$ cat config.mk
export PLATFORM = sky130hd
export DESIGN_NAME = link_failover_hysteresis_fsm_top
export DESIGN_NICKNAME = d
export VERILOG_FILES = /design/src/lfh_pkg.sv /design/src/lfh_cfg.sv /design/src/lfh_core.sv /design/src/link_failover_hysteresis_fsm_top.sv
export VERILOG_INCLUDE_DIRS = /design/src /design/src/src
export SDC_FILE = /design/constraint.sdc
export NUM_CORES = 1
export LEC_CHECK = 0
export BUFFER_PORTS_ARGS = -buffer_cell sky130_fd_sc_hd__buf_2
export CORE_UTILIZATION = 53
export CTS_CLUSTER_SIZE = 12
export DETAILED_ROUTE_END_ITERATION = 6
export PLACE_DENSITY = 0.78
export SETUP_SLACK_MARGIN = 0.3
export SYNTH_ARGS = -nofsm -noshare
export SYNTH_HDL_FRONTEND = slang
export SYNTH_SLANG_ARGS = --single-unit
$ cat constraint.sdc
create_clock -name clk -period 10.14 [get_ports clk]
set_clock_uncertainty 0.1 [all_clocks]
set_input_delay 0 -clock clk [delete_from_list [all_inputs] [get_ports clk]]
set_output_delay 0 -clock clk [all_outputs]
set_load 0.05 [all_outputs]
$ cat src/link_failover_hysteresis_fsm_top_assert.svh
// assertion macros shared by the link failover modules
`ifndef LINK_FAILOVER_HYSTERESIS_FSM_TOP_ASSERT_SVH
`define LINK_FAILOVER_HYSTERESIS_FSM_TOP_ASSERT_SVH

// same-cycle implication, disabled while in reset
`define LFH_ASSERT_NOW(label, clk, rst_n, ante, cons) \
    label: assert property (@(posedge clk) disable iff (!rst_n) (ante) |-> (cons)) \
        else $error("lfh assertion failed");

// next-cycle implication, disabled while in reset
`define LFH_ASSERT_NEXT(label, clk, rst_n, ante, cons) \
    label: assert property (@(posedge clk) disable iff (!rst_n) (ante) |=> (cons)) \
        else $error("lfh assertion failed");

`endif

$ cat src/lfh_pkg.sv
// types, codes and reset values for the link failover block
package lfh_pkg;

    typedef enum logic [1:0] {
        MODE_STANDBY    = 2'd0,
        MODE_ACTIVATING = 2'd1,
        MODE_ACTIVE     = 2'd2
    } mode_t;

    localparam logic [1:0] ANNOUNCE_NONE = 2'd0;
    localparam logic [1:0] ANNOUNCE_ON   = 2'd1;
    localparam logic [1:0] ANNOUNCE_OFF  = 2'd2;

    localparam logic [1:0] FALLBACK_KEEP    = 2'd0;
    localparam logic [1:0] FALLBACK_ENABLE  = 2'd1;
    localparam logic [1:0] FALLBACK_DISABLE = 2'd2;

    localparam logic [1:0] CFG_DOWN_HOLD   = 2'd0;
    localparam logic [1:0] CFG_UP_HOLD     = 2'd1;
    localparam logic [1:0] CFG_REPORT_INTV = 2'd2;
    localparam logic [1:0] CFG_KEEP_WARM   = 2'd3;

    // one minute in milliseconds
    localparam logic [31:0] HOLD_RESET_MS = 32'(60 * 1000);

    typedef struct packed {
        logic [31:0] down_hold_ms;
        logic [31:0] up_hold_ms;
        logic [31:0] report_interval_ms;
        logic        keep_link_warm;
    } cfg_t;

    typedef struct packed {
        logic [31:0] now_ms;
        logic        primary_up;
        logic        modem_connected;
        logic        modem_alive;
        logic        clock_unset;
    } tick_t;

    typedef struct packed {
        mode_t      mode_now;
        logic       bring_up;
        logic [1:0] announce;
        logic [1:0] fallback_set;
        logic       gate_close;
        logic       link_drop;
        logic       run_recovery;
        logic       clock_sync;
        logic       report_signal;
    } result_t;

endpackage

$ cat src/lfh_cfg.sv
// configuration register file for the link failover block
module lfh_cfg (
    input  logic          clk,
    input  logic          rst_n,
    input  logic          cfg_we,
    input  logic [1:0]    cfg_index,
    input  logic [31:0]   cfg_data,
    output lfh_pkg::cfg_t cfg
);
    import lfh_pkg::*;

    cfg_t cfg_reg;
    cfg_t cfg_next;

    always_comb
    begin
        cfg_next = cfg_reg;
        if (cfg_we)
        begin
            unique case (cfg_index)
                CFG_DOWN_HOLD:   cfg_next.down_hold_ms       = cfg_data;
                CFG_UP_HOLD:     cfg_next.up_hold_ms         = cfg_data;
                CFG_REPORT_INTV: cfg_next.report_interval_ms = cfg_data;
                CFG_KEEP_WARM:   cfg_next.keep_link_warm     = cfg_data[0];
            endcase
        end
    end

    always_ff @(posedge clk or negedge rst_n)
    begin
        if (!rst_n)
        begin
            cfg_reg.down_hold_ms       <= HOLD_RESET_MS;
            cfg_reg.up_hold_ms         <= HOLD_RESET_MS;
            cfg_reg.report_interval_ms <= HOLD_RESET_MS;
            cfg_reg.keep_link_warm     <= 1'b0;
        end
        else
        begin
            cfg_reg <= cfg_next;
        end
    end

    assign cfg = cfg_reg;

endmodule

$ cat src/lfh_core.sv
// failover mode machine with hold timers and report cadence
`include "link_failover_hysteresis_fsm_top_assert.svh"

module lfh_core (
    input  logic             clk,
    input  logic             rst_n,
    input  logic             fire,
    input  lfh_pkg::tick_t   tick,
    input  lfh_pkg::cfg_t    cfg,
    output lfh_pkg::result_t res
);
    import lfh_pkg::*;

    mode_t       mode_reg, mode_next;
    logic [31:0] down_start_reg, down_start_next;
    logic [31:0] up_start_reg, up_start_next;
    logic [31:0] last_report_reg, last_report_next;

    // hold timer starts on first tick seen, zero means not started
    logic [31:0] down_base;
    logic [31:0] up_base;
    logic        down_expired;
    logic        up_expired;
    logic        report_due;

    always_comb
    begin
        down_base    = (down_start_reg == 32'd0) ? tick.now_ms : down_start_reg;
        up_base      = (up_start_reg == 32'd0) ? tick.now_ms : up_start_reg;
        down_expired = (tick.now_ms - down_base) >= cfg.down_hold_ms;
        up_expired   = (tick.now_ms - up_base) >= cfg.up_hold_ms;
        report_due   = (tick.now_ms - last_report_reg) >= cfg.report_interval_ms;
    end

    always_comb
    begin
        mode_next        = mode_reg;
        down_start_next  = down_start_reg;
        up_start_next    = up_start_reg;
        last_report_next = last_report_reg;
        res              = '0;

        unique case (mode_reg)
            MODE_ACTIVATING:
            begin
                res.bring_up = 1'b1;
                if (tick.modem_connected)
                begin
                    mode_next        = MODE_ACTIVE;
                    up_start_next    = 32'd0;
                    last_report_next = 32'd0;
                    res.fallback_set = FALLBACK_ENABLE;
                    res.announce     = ANNOUNCE_ON;
                    res.clock_sync   = tick.clock_unset;
                end
                else
                begin
                    down_start_next = tick.now_ms;
                    mode_next       = MODE_STANDBY;
                end
            end
            MODE_ACTIVE:
            begin
                if (!tick.modem_alive)
                begin
                    res.fallback_set = FALLBACK_DISABLE;
                    mode_next        = MODE_ACTIVATING;
                    last_report_next = 32'd0;
                end
                else
                begin
                    res.run_recovery = 1'b1;
                    if (tick.primary_up)
                    begin
                        up_start_next = up_base;
                        if (up_expired)
                        begin
                            res.announce     = ANNOUNCE_OFF;
                            res.gate_close   = 1'b1;
                            res.fallback_set = FALLBACK_DISABLE;
                            res.link_drop    = !cfg.keep_link_warm;
                            mode_next        = MODE_STANDBY;
                            down_start_next  = 32'd0;
                            up_start_next    = 32'd0;
                        end
                    end
                    else
                    begin
                        up_start_next = 32'd0;
                    end
                    // report may fire on the same tick as a yield
                    if (report_due)
                    begin
                        last_report_next  = tick.now_ms;
                        res.report_signal = 1'b1;
                    end
                end
            end
            default:
            begin
                mode_next = MODE_STANDBY;
                if (!tick.primary_up)
                begin
                    down_start_next = down_base;
                    if (down_expired)
                    begin
                        mode_next = MODE_ACTIVATING;
                    end
                end
                else
                begin
                    down_start_next = 32'd0;
                end
            end
        endcase

        res.mode_now = mode_next;
    end

    always_ff @(posedge clk or negedge rst_n)
    begin
        if (!rst_n)
        begin
            mode_reg        <= MODE_STANDBY;
            down_start_reg  <= 32'd0;
            up_start_reg    <= 32'd0;
            last_report_reg <= 32'd0;
        end
        else if (fire)
        begin
            mode_reg        <= mode_next;
            down_start_reg  <= down_start_next;
            up_start_reg    <= up_start_next;
            last_report_reg <= last_report_next;
        end
    end

    `LFH_ASSERT_NEXT(a_state_holds_when_idle, clk, rst_n, !fire,
        $stable(mode_reg) && $stable(down_start_reg) && $stable(last_report_reg))
    `LFH_ASSERT_NEXT(a_dead_modem_reactivates, clk, rst_n,
        fire && mode_reg == MODE_ACTIVE && !tick.modem_alive,
        mode_reg == MODE_ACTIVATING && last_report_reg == 32'd0)
    `LFH_ASSERT_NEXT(a_report_stamps_time, clk, rst_n, fire && res.report_signal,
        last_report_reg == $past(tick.now_ms))

endmodule

$ cat src/link_failover_hysteresis_fsm_top.sv
// top level of the link failover hysteresis block
//
// Link failover controller: each input word is one poll tick (time stamp in ms plus primary
// link, modem connected, modem alive and clock-unset flags) and yields exactly one result
// word with the mode after the tick and the action flags for that tick. A tick is captured
// in an input register, the mode machine and its hold-timer compares evaluate it, and the
// result lands in an output register. One word is accepted every cycle as long as the
// output side keeps taking results; the result word passes through the input register and
// then the output register before it can leave. A stalled result stalls the input only
// once the input register also holds a tick. The limit of one word per cycle is set by the
// update of the mode and timer registers, which each tick reads and writes. Hold timers use
// a start stamp of zero as not started, and all time differences wrap modulo 2^32.
// Configuration registers (down hold, up hold, report interval, keep link warm) must be
// written only while the block holds no words.
`include "link_failover_hysteresis_fsm_top_assert.svh"

module link_failover_hysteresis_fsm_top (
    input  logic        clk,
    input  logic        rst_n,
    // configuration write port
    input  logic        cfg_we,
    input  logic [1:0]  cfg_index,
    input  logic [31:0] cfg_data,
    // input tick channel
    input  logic        in_valid,
    output logic        in_stall,
    input  logic [31:0] now_ms,
    input  logic        primary_up,
    input  logic        modem_connected,
    input  logic        modem_alive,
    input  logic        clock_unset,
    // result channel
    output logic        out_valid,
    input  logic        out_stall,
    output logic [1:0]  mode_now,
    output logic        bring_up,
    output logic [1:0]  announce,
    output logic [1:0]  fallback_set,
    output logic        gate_close,
    output logic        link_drop,
    output logic        run_recovery,
    output logic        clock_sync,
    output logic        report_signal
);
    import lfh_pkg::*;

    cfg_t    cfg;
    tick_t   tick_reg;
    logic    in_valid_reg, in_valid_next;
    result_t res;
    result_t result_reg;
    logic    out_valid_reg, out_valid_next;
    logic    fire;
    logic    in_take;

    // the tick in the input register is evaluated once the output register is free
    // or its word is leaving in this cycle
    assign fire     = in_valid_reg && (!out_valid_reg || !out_stall);
    assign in_stall = in_valid_reg && !fire;
    assign in_take  = in_valid && !in_stall;

    always_comb
    begin
        in_valid_next = in_valid_reg;
        if (in_take)
        begin
            in_valid_next = 1'b1;
        end
        else if (fire)
        begin
            in_valid_next = 1'b0;
        end

        out_valid_next = out_valid_reg;
        if (fire)
        begin
            out_valid_next = 1'b1;
        end
        else if (!out_stall)
        begin
            out_valid_next = 1'b0;
        end
    end

    always_ff @(posedge clk or negedge rst_n)
    begin
        if (!rst_n)
        begin
            in_valid_reg  <= 1'b0;
            out_valid_reg <= 1'b0;
        end
        else
        begin
            in_valid_reg  <= in_valid_next;
            out_valid_reg <= out_valid_next;
        end
    end

    // payload registers, no reset needed
    always_ff @(posedge clk)
    begin
        if (in_take)
        begin
            tick_reg.now_ms          <= now_ms;
            tick_reg.primary_up      <= primary_up;
            tick_reg.modem_connected <= modem_connected;
            tick_reg.modem_alive     <= modem_alive;
            tick_reg.clock_unset     <= clock_unset;
        end
        if (fire)
        begin
            result_reg <= res;
        end
    end

    lfh_cfg u_cfg (
        .clk       (clk),
        .rst_n     (rst_n),
        .cfg_we    (cfg_we),
        .cfg_index (cfg_index),
        .cfg_data  (cfg_data),
        .cfg       (cfg)
    );

    lfh_core u_core (
        .clk   (clk),
        .rst_n (rst_n),
        .fire  (fire),
        .tick  (tick_reg),
        .cfg   (cfg),
        .res   (res)
    );

    assign out_valid     = out_valid_reg;
    assign mode_now      = 2'(result_reg.mode_now);
    assign bring_up      = result_reg.bring_up;
    assign announce      = result_reg.announce;
    assign fallback_set  = result_reg.fallback_set;
    assign gate_close    = result_reg.gate_close;
    assign link_drop     = result_reg.link_drop;
    assign run_recovery  = result_reg.run_recovery;
    assign clock_sync    = result_reg.clock_sync;
    assign report_signal = result_reg.report_signal;

    // a waiting tick is never dropped, and every evaluation leaves a result word
    `LFH_ASSERT_NEXT(a_waiting_tick_kept, clk, rst_n, in_valid_reg && !fire, in_valid_reg)
    `LFH_ASSERT_NEXT(a_fire_gives_word, clk, rst_n, fire, out_valid_reg)

endmodule
# Word level (Yosys, flattened, before mapping)
# Index checks and enable logic that the tools add are counted.
# W data, S select, Z words.
[word_totals] word_cells=103 output_inout_bits=14 inputBits=75 register_bits=245
[op_classes] reduce_logical=25 n_lt_le_gt_ge=3 muxes=36 n_addsub=3 eq_ne=12
[ops] op="$mux W32" n=13
[ops] op="$pmux W32 S2" n=3
[ops] op="$ge A32 B32 Y1" n=3
[ops] op="$sub A32 B32 Y32" n=3
[ops] op="$logic_not A32 Y1" n=2
[ops] op="$mux W2" n=7
[ops] op="$mux W6" n=2
[ops] op="$reduce_and A2 Y1" n=6
[ops] op="$reduce_and A4 Y1" n=3
[ops] op="$mux W1" n=8
[ops] op="$ne A2 B2 Y1 const B" n=4
[ops] op="$pmux W4 S2" n=1
[ops] op="$eq A2 B2 Y1 const B" n=3
[ops] op="$logic_not A1 Y1" n=5
[ops] op="$reduce_and A5 Y1" n=1
[ops] op="$eq A2 B1 Y1 const B" n=2
[ops] op="$ne A2 B1 Y1 const B" n=2
[ops] op="$pmux W2 S2" n=1
[ops] op="$reduce_bool A2 Y1" n=2
[ops] op="$logic_and A1 B1 Y1" n=3
[ops] op="$mux W3" n=1
[ops] op="$ne A3 B2 Y1 const B" n=1
[ops] op="$reduce_and A3 Y1" n=1
[ops] op="$logic_not A2 Y1" n=1
[ops] op="$logic_or A1 B1 Y1" n=1

# Depth between registers and ports, before layout
# Gate-level depths: netlist of run 1.
[depth] ltp_word=8 mapped_depth=28

# Hierarchy
# Synthesis of run 1 repeated with hierarchy kept, for this count alone.
[hier_totals] cells_unflattened=1769 area_unflattened_um2=17110.2
[by_module_without_submodules] module="lfh_core" cells_per_inst=1506 area_per_inst_um2=11882.6 n_inst=1 seq_area_each_um2=2452.4
[by_module_without_submodules] module="lfh_cfg" cells_per_inst=207 area_per_inst_um2=3693.5 n_inst=1 seq_area_each_um2=2453.6
[by_module_without_submodules] module="link_failover_hysteresis_fsm_top" cells_per_inst=56 area_per_inst_um2=1534.0 n_inst=1 seq_area_each_um2=1491.4

# Worst setup path before layout of run 1
# No wires, ideal clock.
[synth_path] path_type="reg-to-reg" from="register u_core.up_start_reg[25]" to="register u_core.down_start_reg[1]" period_less_slack_ns=5.751 n_path_buf=2 t_arrival_ns=5.530 t_required_ns=9.919 slack_ns=4.389 setup_time_ns=0.121 path_stages_with_launch=27 path_cell_list="dfrtp_1 -> nor4_1 -> nand4_1 -> nor2_1 -> clkbuf_1 -> a21oi_1 -> ha_1 -> a21o_1 -> a21oi_1 -> a21oi_2 -> o21a_1 -> o21a_1 -> or2_1 -> a21o_1 -> a21oi_1 -> nor3_1 -> a311o_1 -> ha_1 -> a21o_1 -> a21o_1 -> a211oi_2 -> o21bai_1 -> o311a_1 -> o2111a_1 -> o22a_2 -> buf_6 -> a22o_1"
[synth_between] elab_chain_len=6
[synth_rtl] item="from (decl)" line="lfh_core.sv:16" text="logic [31:0] up_start_reg, up_start_next;"
[synth_rtl] item="from (signal assigned)" line="lfh_core.sv:133" text="up_start_reg <= up_start_next;"
[synth_rtl] item="$logic_not A32 Y1" line="lfh_core.sv:29" text="up_base = (up_start_reg == 32'd0) ? tick.now_ms : up_start_reg;"
[synth_rtl] item="$mux W32 (*)" line="lfh_core.sv:29"
[synth_rtl] item="$sub A32 B32 Y32 (*)" line="lfh_core.sv:31" text="up_expired = (tick.now_ms - up_base) >= cfg.up_hold_ms;"
[synth_rtl] item="$ge A32 B32 Y1 (*)" line="lfh_core.sv:31"
[synth_rtl] item="$ne A2 B1 Y1 (no line) (*)"
[synth_rtl] item="$reduce_and A5 Y1 (no line) (*)"
[synth_rtl] item="to (signal assigned)" line="lfh_core.sv:132" text="down_start_reg <= down_start_next;"
[synth_rtl] item="to (decl)" line="lfh_core.sv:15" text="logic [31:0] down_start_reg, down_start_next;"
# Every way passes the cells marked *; elsewhere a longest branch is shown, timed or not.
# A chain may end at the register's enable or synchronous reset.

# Worst setup path after layout of run 1
[layout_path] from="register u_core.up_start_reg[31]" to="register u_core.up_start_reg[20]"
[layout_between] elab_chain_len=8
[layout_rtl] item="$logic_not A32 Y1" line="lfh_core.sv:29"
[layout_rtl] item="$mux W32 (*)" line="lfh_core.sv:29"
[layout_rtl] item="$sub A32 B32 Y32" line="lfh_core.sv:31"
[layout_rtl] item="$ge A32 B32 Y1" line="lfh_core.sv:31"
[layout_rtl] item="$mux W32 (*)" line="lfh_core.sv:76" text="if (up_expired)"
[layout_rtl] item="$mux W32 (*)" line="lfh_core.sv:73" text="if (tick.primary_up)"
[layout_rtl] item="$mux W32 (*)" line="lfh_core.sv:64" text="if (!tick.modem_alive)"
[layout_rtl] item="$pmux W32 S2 (*)" line="lfh_core.sv:43" text="unique case (mode_reg)"
# Every way passes the cells marked *; elsewhere a longest branch is shown, timed or not. The select of a mux whose other input is x is not followed.

==> results of run 1 <==
[worst register-to-register path, cell delays in order, from the launching register on]
cell       delay, ns
dfrtp_1         0.41
nor4_1          0.43
nand4_1         0.18
nor2_2          0.35
buf_4           0.38
a21oi_1         0.17
inv_1           0.12
fa_1            0.21
and2b_1         0.21
o2111ai_1       0.32
a21oi_2         0.15
o21a_1          0.23
o21a_1          0.16
or2_1           0.23
a21o_1          0.20
a21oi_1         0.24
nor3_1          0.07
a311o_1         0.35
ha_1            0.19
a21o_1          0.15
a21o_1          0.17
a211oi_2        0.23
o21bai_1        0.21
o311ai_1        0.53
nand2_1         0.68
o21ai_0         0.42
[per-stage QoR]
stage          utilization (%)  power (mW)  instances  cell area [sq um]  setup WS (ns)
2_1_floorplan                -        4.14       1614              16000           4.39
3_3_place_gp              56.8        4.92       2060              16900           3.22
3_5_place_dp              56.8        5.06       2060              16900           3.15
4_1_cts                   62.7        6.20       2188              18600           3.08
5_1_grt                   62.7        6.76       2188              18600           2.54
6_report                  62.7        6.24       2188              18600           2.96
[path summary, 6_finish.rpt]
check	from	end	slack, ns
worst min-delay path	rst_n	u_cfg.cfg[42]	0.02
min in group clk	now_ms[27]	tick_reg[31]	0.06
worst max register to register	u_core.up_start_reg[31]	u_core.up_start_reg[20]	2.96
worst min register to register	in_valid_reg	out_valid	0.39
worst max-delay path	u_core.up_start_reg[31]	u_core.up_start_reg[20]	2.96
max in group asynchronous	rst_n	u_core.last_report_reg[29]	9.07
[Yosys cell counts (47+ instances only)]
cell and instances:
xnor2_1 59, nor2_1 72, edfxtp_1 47, inv_1 153
a21o_1 85, mux2_2 66, a22o_1 64, nand2_1 101
a21oi_1 146, ha_1 191, dfrtp_1 176, o21ai_0 85
[cell families (layout without fill, tap and decap cells)]
group,count (synthesis),in the layout,synth area share (%)
AO/OA/AOI/OAI,508,508,21.2
AND/OR/NAND/NOR,325,325,9.84
flip-flops,244,244,39.7
adder cells (fa/ha/maj),194,194,15.3
buffers and inverters,194,378,4.75
XOR/XNOR,81,81,4.42
multiplexers,68,68,4.76
[power breakdown]
part	switching, mW	internal (mW)
combinational	2.24	1.67
sequential	0.103	1.16
clock	0.418	0.651
[cell type report]
type / count / area (sq um)
inverters: 154 / 578
clock buffers: 43 / 850
fillers: 2411 / 11100
repair buffers: 172 / 1290
flip-flops and latches: 244 / 6370
clock inverters: 9 / 126
multi-input cells: 1176 / 8930
well taps: 390 / 488
[per-layer routing]
layer / routed length, microns / vias to the layer above / share of wire [%]
li1: - / 6223 / -
met1: 18200 / 6370 / 43
met2: 19100 / 455 / 46
met3: 2790 / 114 / 6.7
met4: 1750 / 0 / 4.2
met5: 0 / - / 0
==> impl_metrics.tcl, run 1 <==
set metrics [dict create \
    status "finished, violations left" \
    violations "design-rule violations" \
    crit_type "reg2reg" \
    setup_tns_ns 0 \
    worst_pin_slew_ns 1.25 \
    diodes 0 \
    syn_nets 1883 \
    start_kind "register" \
    post_cts_buffers 0 \
    cts_buffers 28 \
    start_util_pct 54.0 \
    worst_setup_path_end_kind "register" \
    ys.flop_type "dfrtp_1" \
    synth_edf_count 47 \
    async_reset_ff_share_pct 80.7 \
    gr-usage-met2_pct 44.7 \
    cts-resized-gates 0 \
    crit_cells 25 \
    final-setup-viol-count 0 \
    htree_levels 1 \
    ys_ff_latch 244 \
    cp.arrival_ns 7.52 \
    p_per_area_mw_per_mm2 335 \
    cts_tree "yes" \
    clock_path_buffers 3 \
    drcViolationCount 1 \
    grt_start_max_net_pins 65 \
    netlist_top_cells_area "dfrtp_1 27%, ha_1 15%, edfxtp_1 8.8%" \
    use_met3_pct 4.61 \
    yosys_warnings 0 \
    vias_per_cell 6.02 \
    finalHoldViolations 0 \
    ctsHoldBuffers 76 \
    ys_seq_area_share_pct 39.7 \
    hp-class "in2async" \
    rr_worst_depth 25 \
    wl_per_cell_microns 19.1 \
    cp_slowest_cell "nand2_1" \
    ios 89 \
    core_sq_mm 0.0297 \
    yosysTopAreaCell "dfrtp_1" \
    grt_pass1_vias 13000 \
    synth_cell_type_count 82 \
    synth_area_sq_mm 0.0160 \
    path_common_cell "a21o_1" \
    syn_to_final_growth_pct 16.2 \
    max_freq_ghz 0.139 \
    io_buffers 88 \
    max_cap_violations 0 \
    final_cell_mix "191 x ha_1, 176 x dfrtp_1, 153 x inv_1" \
    hold_ws_ns 0.0165 \
    insertion_delay_ns 0.55 \
    wl_mm 41.8 \
    grt_use_total_pct 27.5 \
    fin_crit_sh_pct 70.8 \
    grt_use_met1_pct 36.7 \
    cpLargestDelayFamily "compound AO/OA/AOI/OAI gates" \
    layout_commonest_cell "ha_1" \
    avgSynthCellArea_sq_um 9.93 \
    antenna_found_initial 0 \
    via_count 13200 \
    worstPathMaxFanout 31 \
    drt_iter0_drc 1023 \
    dieArea_sq_mm 0.0310 \
    slowest_delay_ns 0.68 \
    layout.nets 2045 \
    grt_overflow 0 \
    gp_congestion 0.924 \
    clock-sinks 244 \
    dp_hpwl_mm 29.9 \
    critical_path_buf_inv_count 2 \
    netlist_instances 1614 \
    rows 63 \
    drt.antenna.violating_nets 0 \
    cp.required_ns 10.48 \
    die_h_microns 176 \
    drive_above_1_share_pct 14.3 \
    largest_reg_flops 97 \
    power.leakage_nw 8.66 \
    peakVddDrop_uv 165 \
    clkTransAtPathRegs_ns 0.06 \
    firstDrtPassIters 7 \
    top_usage_layer "met2" \
    synth.top_cell.area_share_pct 27.5 \
    die_w_microns 176 \
    period_minus_slack_ns 7.18 \
    grt_pass1_wl_mm 67.4 \
    clockRootBuffer "clkbuf_16" \
    max_slew_margin_pct 16.6 \
    rsz0062_at_grt "no" \
    slew_violations 0 \
]
(Power assumes the default switching activity.)
==> inputs of run 2 (changes only) <==
--- a/config.mk
+++ b/config.mk
@@ -6,11 +6,12 @@
 export SDC_FILE = /design/constraint.sdc
 export NUM_CORES = 1
 export LEC_CHECK = 0
+export ABC_AREA = 1
 export BUFFER_PORTS_ARGS = -buffer_cell sky130_fd_sc_hd__buf_2
 export CORE_UTILIZATION = 53
 export CTS_CLUSTER_SIZE = 12
 export DETAILED_ROUTE_END_ITERATION = 6
-export PLACE_DENSITY = 0.78
+export PLACE_DENSITY = 0.8
 export SETUP_SLACK_MARGIN = 0.3
 export SYNTH_ARGS = -nofsm -noshare
 export SYNTH_HDL_FRONTEND = slang
==> constraint.sdc (replaced) <==
create_clock -name clk -period 6.3 [get_ports clk]
set_clock_uncertainty 0.1 [all_clocks]
set_input_delay 0 -clock clk [delete_from_list [all_inputs] [get_ports clk]]
set_output_delay 0 -clock clk [all_outputs]
set_load 0.05 [all_outputs]
==> impl_metrics.tcl, run 2 <==
set metrics [dict create \
    rsz0062_at_grt "no" \
    drt.antenna.violating_nets 0 \
    insertion_delay_ns 0.59 \
    drcViolationCount 0 \
    power.clock.fraction_pct 14.8 \
    vias_per_cell 5.68 \
    synth.top_cell.area_share_pct 24.1 \
    grt_overflow 0 \
    pwr-share-seq_pct 17.4 \
    ys_ff_latch 244 \
    final_cell_area_sq_mm 0.0210 \
    status "completed" \
    netlist_top_cells_area "dfrtp_1 24%, nand2_1 14%, ha_1 13%" \
    cp_slowest_cell "a21boi_1" \
    final_cell_mix "667 x nand2_1, 363 x inv_1, 191 x ha_1" \
    swShare_pct 52.0 \
    total_power_mw 12.0 \
    layout.nets 2921 \
    setup_tns_ns 0 \
    drt_iter0_drc 1671 \
    final_util_pct 62.4 \
    p_per_area_mw_per_mm2 571 \
    dp_hpwl_mm 46.5 \
    htree_levels 1 \
    start_util_pct 54.1 \
    max_cap_violations 0 \
    postPlaceCellArea_sq_mm 0.0191 \
    yosys_warnings 0 \
    gp_congestion 1.03 \
    grt_pass1_vias 17200 \
    slowest_delay_ns 0.46 \
    clock-sinks 244 \
    path_common_cell "nand2_1" \
    critical_path_buf_inv_count 2 \
    grt_use_total_pct 34.6 \
    antenna_found_initial 0 \
    wl_mm 61.5 \
    worst_setup_path_end_kind "register" \
    ys.flop_type "dfrtp_1" \
    syn_nets 2762 \
    max_freq_ghz 0.177 \
    cellInternalPower_mw 5.77 \
    io_buffers 88 \
    diodes 0 \
    max_slew_margin_pct 7.27 \
    firstDrtPassIters 6 \
    syn_to_final_growth_pct 15.3 \
    die_w_microns 188 \
    largest_reg_flops 97 \
    power.leakage_nw 10.4 \
    finalHoldViolations 0 \
    hp-class "in2reg" \
    cts_tree "yes" \
    layout_commonest_cell "nand2_1" \
    slew_violations 0 \
    cpLargestDelayFamily "simple AND/OR/NAND/NOR gates" \
    die_h_microns 188 \
    drive_above_1_share_pct 8.82 \
    avgSynthCellArea_sq_um 7.32 \
    core_sq_mm 0.0337 \
    dieArea_sq_mm 0.0352 \
    synth_area_sq_mm 0.0182 \
    fin_crit_sh_pct 89.9 \
    cp.required_ns 6.72 \
    via_count 17700 \
    switchingPower_mw 6.24 \
    netlist_instances 2493 \
    grt_pass1_wl_mm 93.8 \
    ios 89 \
    rows 67 \
    period_minus_slack_ns 5.66 \
    synth_edf_count 47 \
    n_fill_cell 3011 \
    yosysMostFrequentCell "nand2_1" \
    clock_path_buffers 3 \
    clockRootBuffer "clkbuf_16" \
    worst_pin_slew_ns 1.39 \
    async_reset_ff_share_pct 80.7 \
    peakVddDrop_uv 317 \
    grt_start_max_net_pins 79 \
    cts_buffers 29 \
    ys_seq_area_share_pct 34.9 \
    start_kind "register" \
    power_frac_comb_pct 67.8 \
    synth_cell_type_count 44 \
    wl_per_cell_microns 19.7 \
    cp.arrival_ns 6.09 \
    final-setup-viol-count 0 \
    crit_type "reg2reg" \
    synthTopCellsByCount "669 x nand2_1, 363 x inv_1, 191 x ha_1" \
    yosysTopAreaCell "dfrtp_1" \
    worstPathMaxFanout 18 \
    clkTransAtPathRegs_ns 0.06 \
]
-- run 2: final cells by class --
cell class / count / area [sq um] / area share (%)
timing repair buffer: 191 / 1450 / 6.88
sequential: 244 / 6370 / 30.3
multi-input combinational: 1814 / 10300 / 48.8
clock buffer: 40 / 818 / 3.89
clock inverter: 14 / 185 / 0.880
inverter: 372 / 1400 / 6.65
tap: 448 / 561 / 2.66
-- run 2: timing repair --
action                     4_1_cts  5_1_grt
hold buffers                    78        0
resized for setup                1       10
setup endpoints to repair       32       72
cloned                           0        1
pin swaps                        0        5
buffers inserted                 0        6
hold endpoints to repair       205        0
-- run 2: final timing paths --
path,start,end,slack (ns),cells after the start
setup / recovery,u_core.down_start_reg[15],u_core.mode_reg[0],0.64,28
hold / removal,now_ms[6],tick_reg[10],0.03,2
setup reg to reg,u_core.down_start_reg[15],u_core.mode_reg[0],0.64,28
hold reg to reg,u_core.last_report_reg[21],u_core.last_report_reg[21],0.37,2
max in group asynchronous,rst_n,u_cfg.cfg[81],4.67,4
min in group asynchronous,rst_n,u_core.up_start_reg[20],0.47,4
-- run 2: cells by family (layout without fill, tap and decap cells) --
kind of cell	count (synthesis)	after routing	share of synthesized area, %
compound gates	451	451	13.5
xor+xnor	84	84	4.03
fa+ha+maj	194	194	13.4
buf+inv	436	617	9.24
flops	244	244	34.9
simple gates	1084	1085	24.9
-- run 2: power groups by stage --
| stage | logic, mW | clock network [mW] | registers, mW |
|---|---|---|---|
| 3_3_place_gp | 7.64 | 0 | 2.10 |
| 5_1_grt | 9.09 | 1.85 | 2.11 |
| 2_1_floorplan | 5.62 | 0 | 2.05 |
| 6_report | 8.15 | 1.78 | 2.09 |
| 4_1_cts | 7.95 | 1.80 | 2.08 |
| 3_5_place_dp | 7.85 | 0 | 2.10 |
-- run 2: layer usage --
| metal | global-route usage, % | routed length, microns | share of wire [%] |
|---|---|---|---|
| met3 | 7.67 | 5350 | 8.7 |
| met5 | 0 | 0 | 0 |
| met4 | 20.0 | 4080 | 6.6 |
| met1 | 43.8 | 24800 | 40 |
| met2 | 54.5 | 27300 | 44 |
-- run 2: stage by stage --
step | hold WS (ns) | worst slack [ns] | instances
2_1_floorplan | -0.396 | 1.96 | 2493
3_3_place_gp | -0.0814 | 0.338 | 2984
3_5_place_dp | -0.0699 | 0.262 | 2984
4_1_cts | 0.00907 | 0.406 | 3116
5_1_grt | 0.0252 | 0.319 | 3123
6_report | 0.0298 | 0.637 | 3123
==> inputs of run 3 (changes only) <==
--- a/config.mk
+++ b/config.mk
@@ -6,11 +6,11 @@
 export SDC_FILE = /design/constraint.sdc
 export NUM_CORES = 1
 export LEC_CHECK = 0
-export ABC_AREA = 1
 export BUFFER_PORTS_ARGS = -buffer_cell sky130_fd_sc_hd__buf_2
 export CORE_UTILIZATION = 53
 export CTS_CLUSTER_SIZE = 12
 export DETAILED_ROUTE_END_ITERATION = 6
+export MAX_ROUTING_LAYER = met4
 export PLACE_DENSITY = 0.8
 export SETUP_SLACK_MARGIN = 0.3
 export SYNTH_ARGS = -nofsm -noshare
==> impl_metrics.tcl, run 3 (same netlist as run 1, synthesis figures left out) <==
set metrics [dict create \
    status "finished, violations left" \
    violations "design-rule violations" \
    hold_ws_ns 0.0556 \
    r2r_setup_slack_ns 0.22 \
    cp_slowest_cell "dfrtp_1" \
    top_usage_layer "met2" \
    drive_above_1_share_pct 21.9 \
    wl_per_cell_microns 19.5 \
    core_sq_mm 0.0297 \
    peakVddDrop_uv 288 \
    layout_commonest_cell "ha_1" \
    antenna_found_initial 0 \
    power_frac_comb_pct 66.1 \
    grt_use_met1_pct 35.7 \
    grt_pass1_wl_mm 68.8 \
    total_power_mw 11.2 \
    syn_to_final_growth_pct 24.0 \
    diodes 0 \
    drt.antenna.violating_nets 0 \
    clock_path_buffers 3 \
    period_minus_slack_ns 6.08 \
    layout.nets 2146 \
    p_per_area_mw_per_mm2 561 \
    rr_worst_depth 29 \
    use_met3_pct 3.64 \
    pwr-share-seq_pct 18.1 \
    insertion_delay_ns 0.55 \
    cp-endpoint "u_core.down_start_reg[27]" \
    slew_violations 0 \
    dieArea_sq_mm 0.0310 \
    clkTransAtPathRegs_ns 0.06 \
    cp.required_ns 6.64 \
    cellInternalPower_mw 6.37 \
    die_w_microns 176 \
    dp_hpwl_mm 30.3 \
    clockRootBuffer "clkbuf_16" \
    htree_levels 1 \
    final-setup-viol-count 0 \
    max_freq_ghz 0.164 \
    ios 89 \
    path_common_cell "a21o_1" \
    cts_buffers 28 \
    crit_type "reg2reg" \
    swShare_pct 42.9 \
    max_cap_violations 0 \
    rows 63 \
    firstDrtPassIters 7 \
    cts_tree "yes" \
    hp-class "in2async" \
    crit_cells 29 \
    drcViolationCount 3 \
    die_h_microns 176 \
    grt_start_max_net_pins 117 \
    critical_path_buf_inv_count 3 \
    grt_pass1_vias 13500 \
    cp.arrival_ns 6.42 \
    switchingPower_mw 4.78 \
    slowest_delay_ns 0.41 \
    final_cell_mix "182 x ha_1, 176 x dfrtp_1, 152 x inv_1" \
    largest_reg_flops 97 \
    worst_r2r_endpoint "u_core.down_start_reg[27]" \
    worstPathMaxFanout 8 \
    r2r_start "u_core.up_start_reg[7]" \
    start_kind "register" \
    drt_iter0_drc 974 \
    finalHoldViolations 0 \
    wl_mm 44.7 \
    io_buffers 88 \
    max_slew_margin_pct 6.25 \
    via_count 13700 \
    gr-usage-met2_pct 48.8 \
    final_cells 2289 \
    worst_setup_path_end_kind "register" \
    crit_start "u_core.up_start_reg[7]" \
    power.leakage_nw 9.27 \
    rsz0062_at_grt "yes" \
    gp_congestion 0.924 \
    grt_overflow 0 \
    start_util_pct 54.0 \
    placed_cells 2117 \
    clock-sinks 244 \
    vias_per_cell 5.98 \
    worst_pin_slew_ns 1.40 \
    grt_use_total_pct 28.8 \
    power.clock.fraction_pct 15.7 \
    cpLargestDelayFamily "compound AO/OA/AOI/OAI gates" \
    fin_crit_sh_pct 96.5 \
]
==> run 3: changes by cell type in the layout (fill, tap and decap cells not counted), moves of 67 or more <==
cell     before  now
nand2_1     667  101
inv_1       363  152
nor2_1      181   68
nand3_1     113   19
o21ai_0     174   84
a21o_1       10   85
buf_4        24   91
==> run 3: what timing repair did <==
item | in CTS | in global routing
pin swaps | 4 | 66
cloned | 2 | 4
gates resized for setup | 11 | 69
hold buffers | 75 | 0
setup endpoints to repair | 34 | 103
buffers inserted | 2 | 37
hold endpoints to repair | 235 | 0
==> run 3: per-layer routing <==
metal	up-vias	part of all wire, %	wire length, microns
li1	6429	-	-
met1	6631	42	18900
met2	506	48	21200
met3	133	5.6	2490
met4	0	4.6	2040
met5	-	0	0
==> run 3: per-stage QoR <==
step | util [%] | cell area, sq um | TNS, ns | worst slack [ns]
3_3_place_gp | 58.4 | 17400 | 0 | 0.0645
6_report | 66.9 | 19900 | 0 | 0.220
2_1_floorplan | - | 16000 | 0 | 0.549
4_1_cts | 64.6 | 19200 | 0 | 0.306
3_5_place_dp | 58.4 | 17400 | -0.0688 | -0.0365
5_1_grt | 66.9 | 19900 | -0.0220 | -0.00765
==> run 3: power by group through the flow <==
stage	Sequential (mW)	Clock, mW	Combinational (mW)
5_1_grt	2.05	1.85	8.06
4_1_cts	2.01	1.77	6.49
3_3_place_gp	2.03	0	6.11
2_1_floorplan	2.03	0	4.63
3_5_place_dp	2.04	0	6.32
6_report	2.02	1.75	7.38
==> run 3: final cells by class <==
class                   count  area [sq um]
inverters                 154           578
clock inverters            12           158
multi-input cells        1179          9320
repair buffers            270          2140
clock buffers              40           838
well taps                 390           488
flip-flops and latches    244          6370
fillers                  2204          9830
==> run 3: worst register-to-register path: cells and delay by family (launching register included) <==
family	cells	cell delay, ns
AO/OA/AOI/OAI	17	3.18
adder cells (fa/ha/maj)	2	0.41
buffers and inverters	3	0.43
flip-flops	1	0.41
AND/OR/NAND/NOR	7	1.45
==> run 3: how the worst min path moves through the flow <==
stage                     slack (ns)                        end  depth (start not counted)
after floorplan                -0.40               in_valid_reg                          0
after detailed placement        0.08               tick_reg[29]                          1
after global placement          0.08               tick_reg[24]                          1
after global routing            0.04               tick_reg[30]                          2
final                           0.06  u_core.last_report_reg[9]                          2
after CTS                       0.04               tick_reg[33]                          2
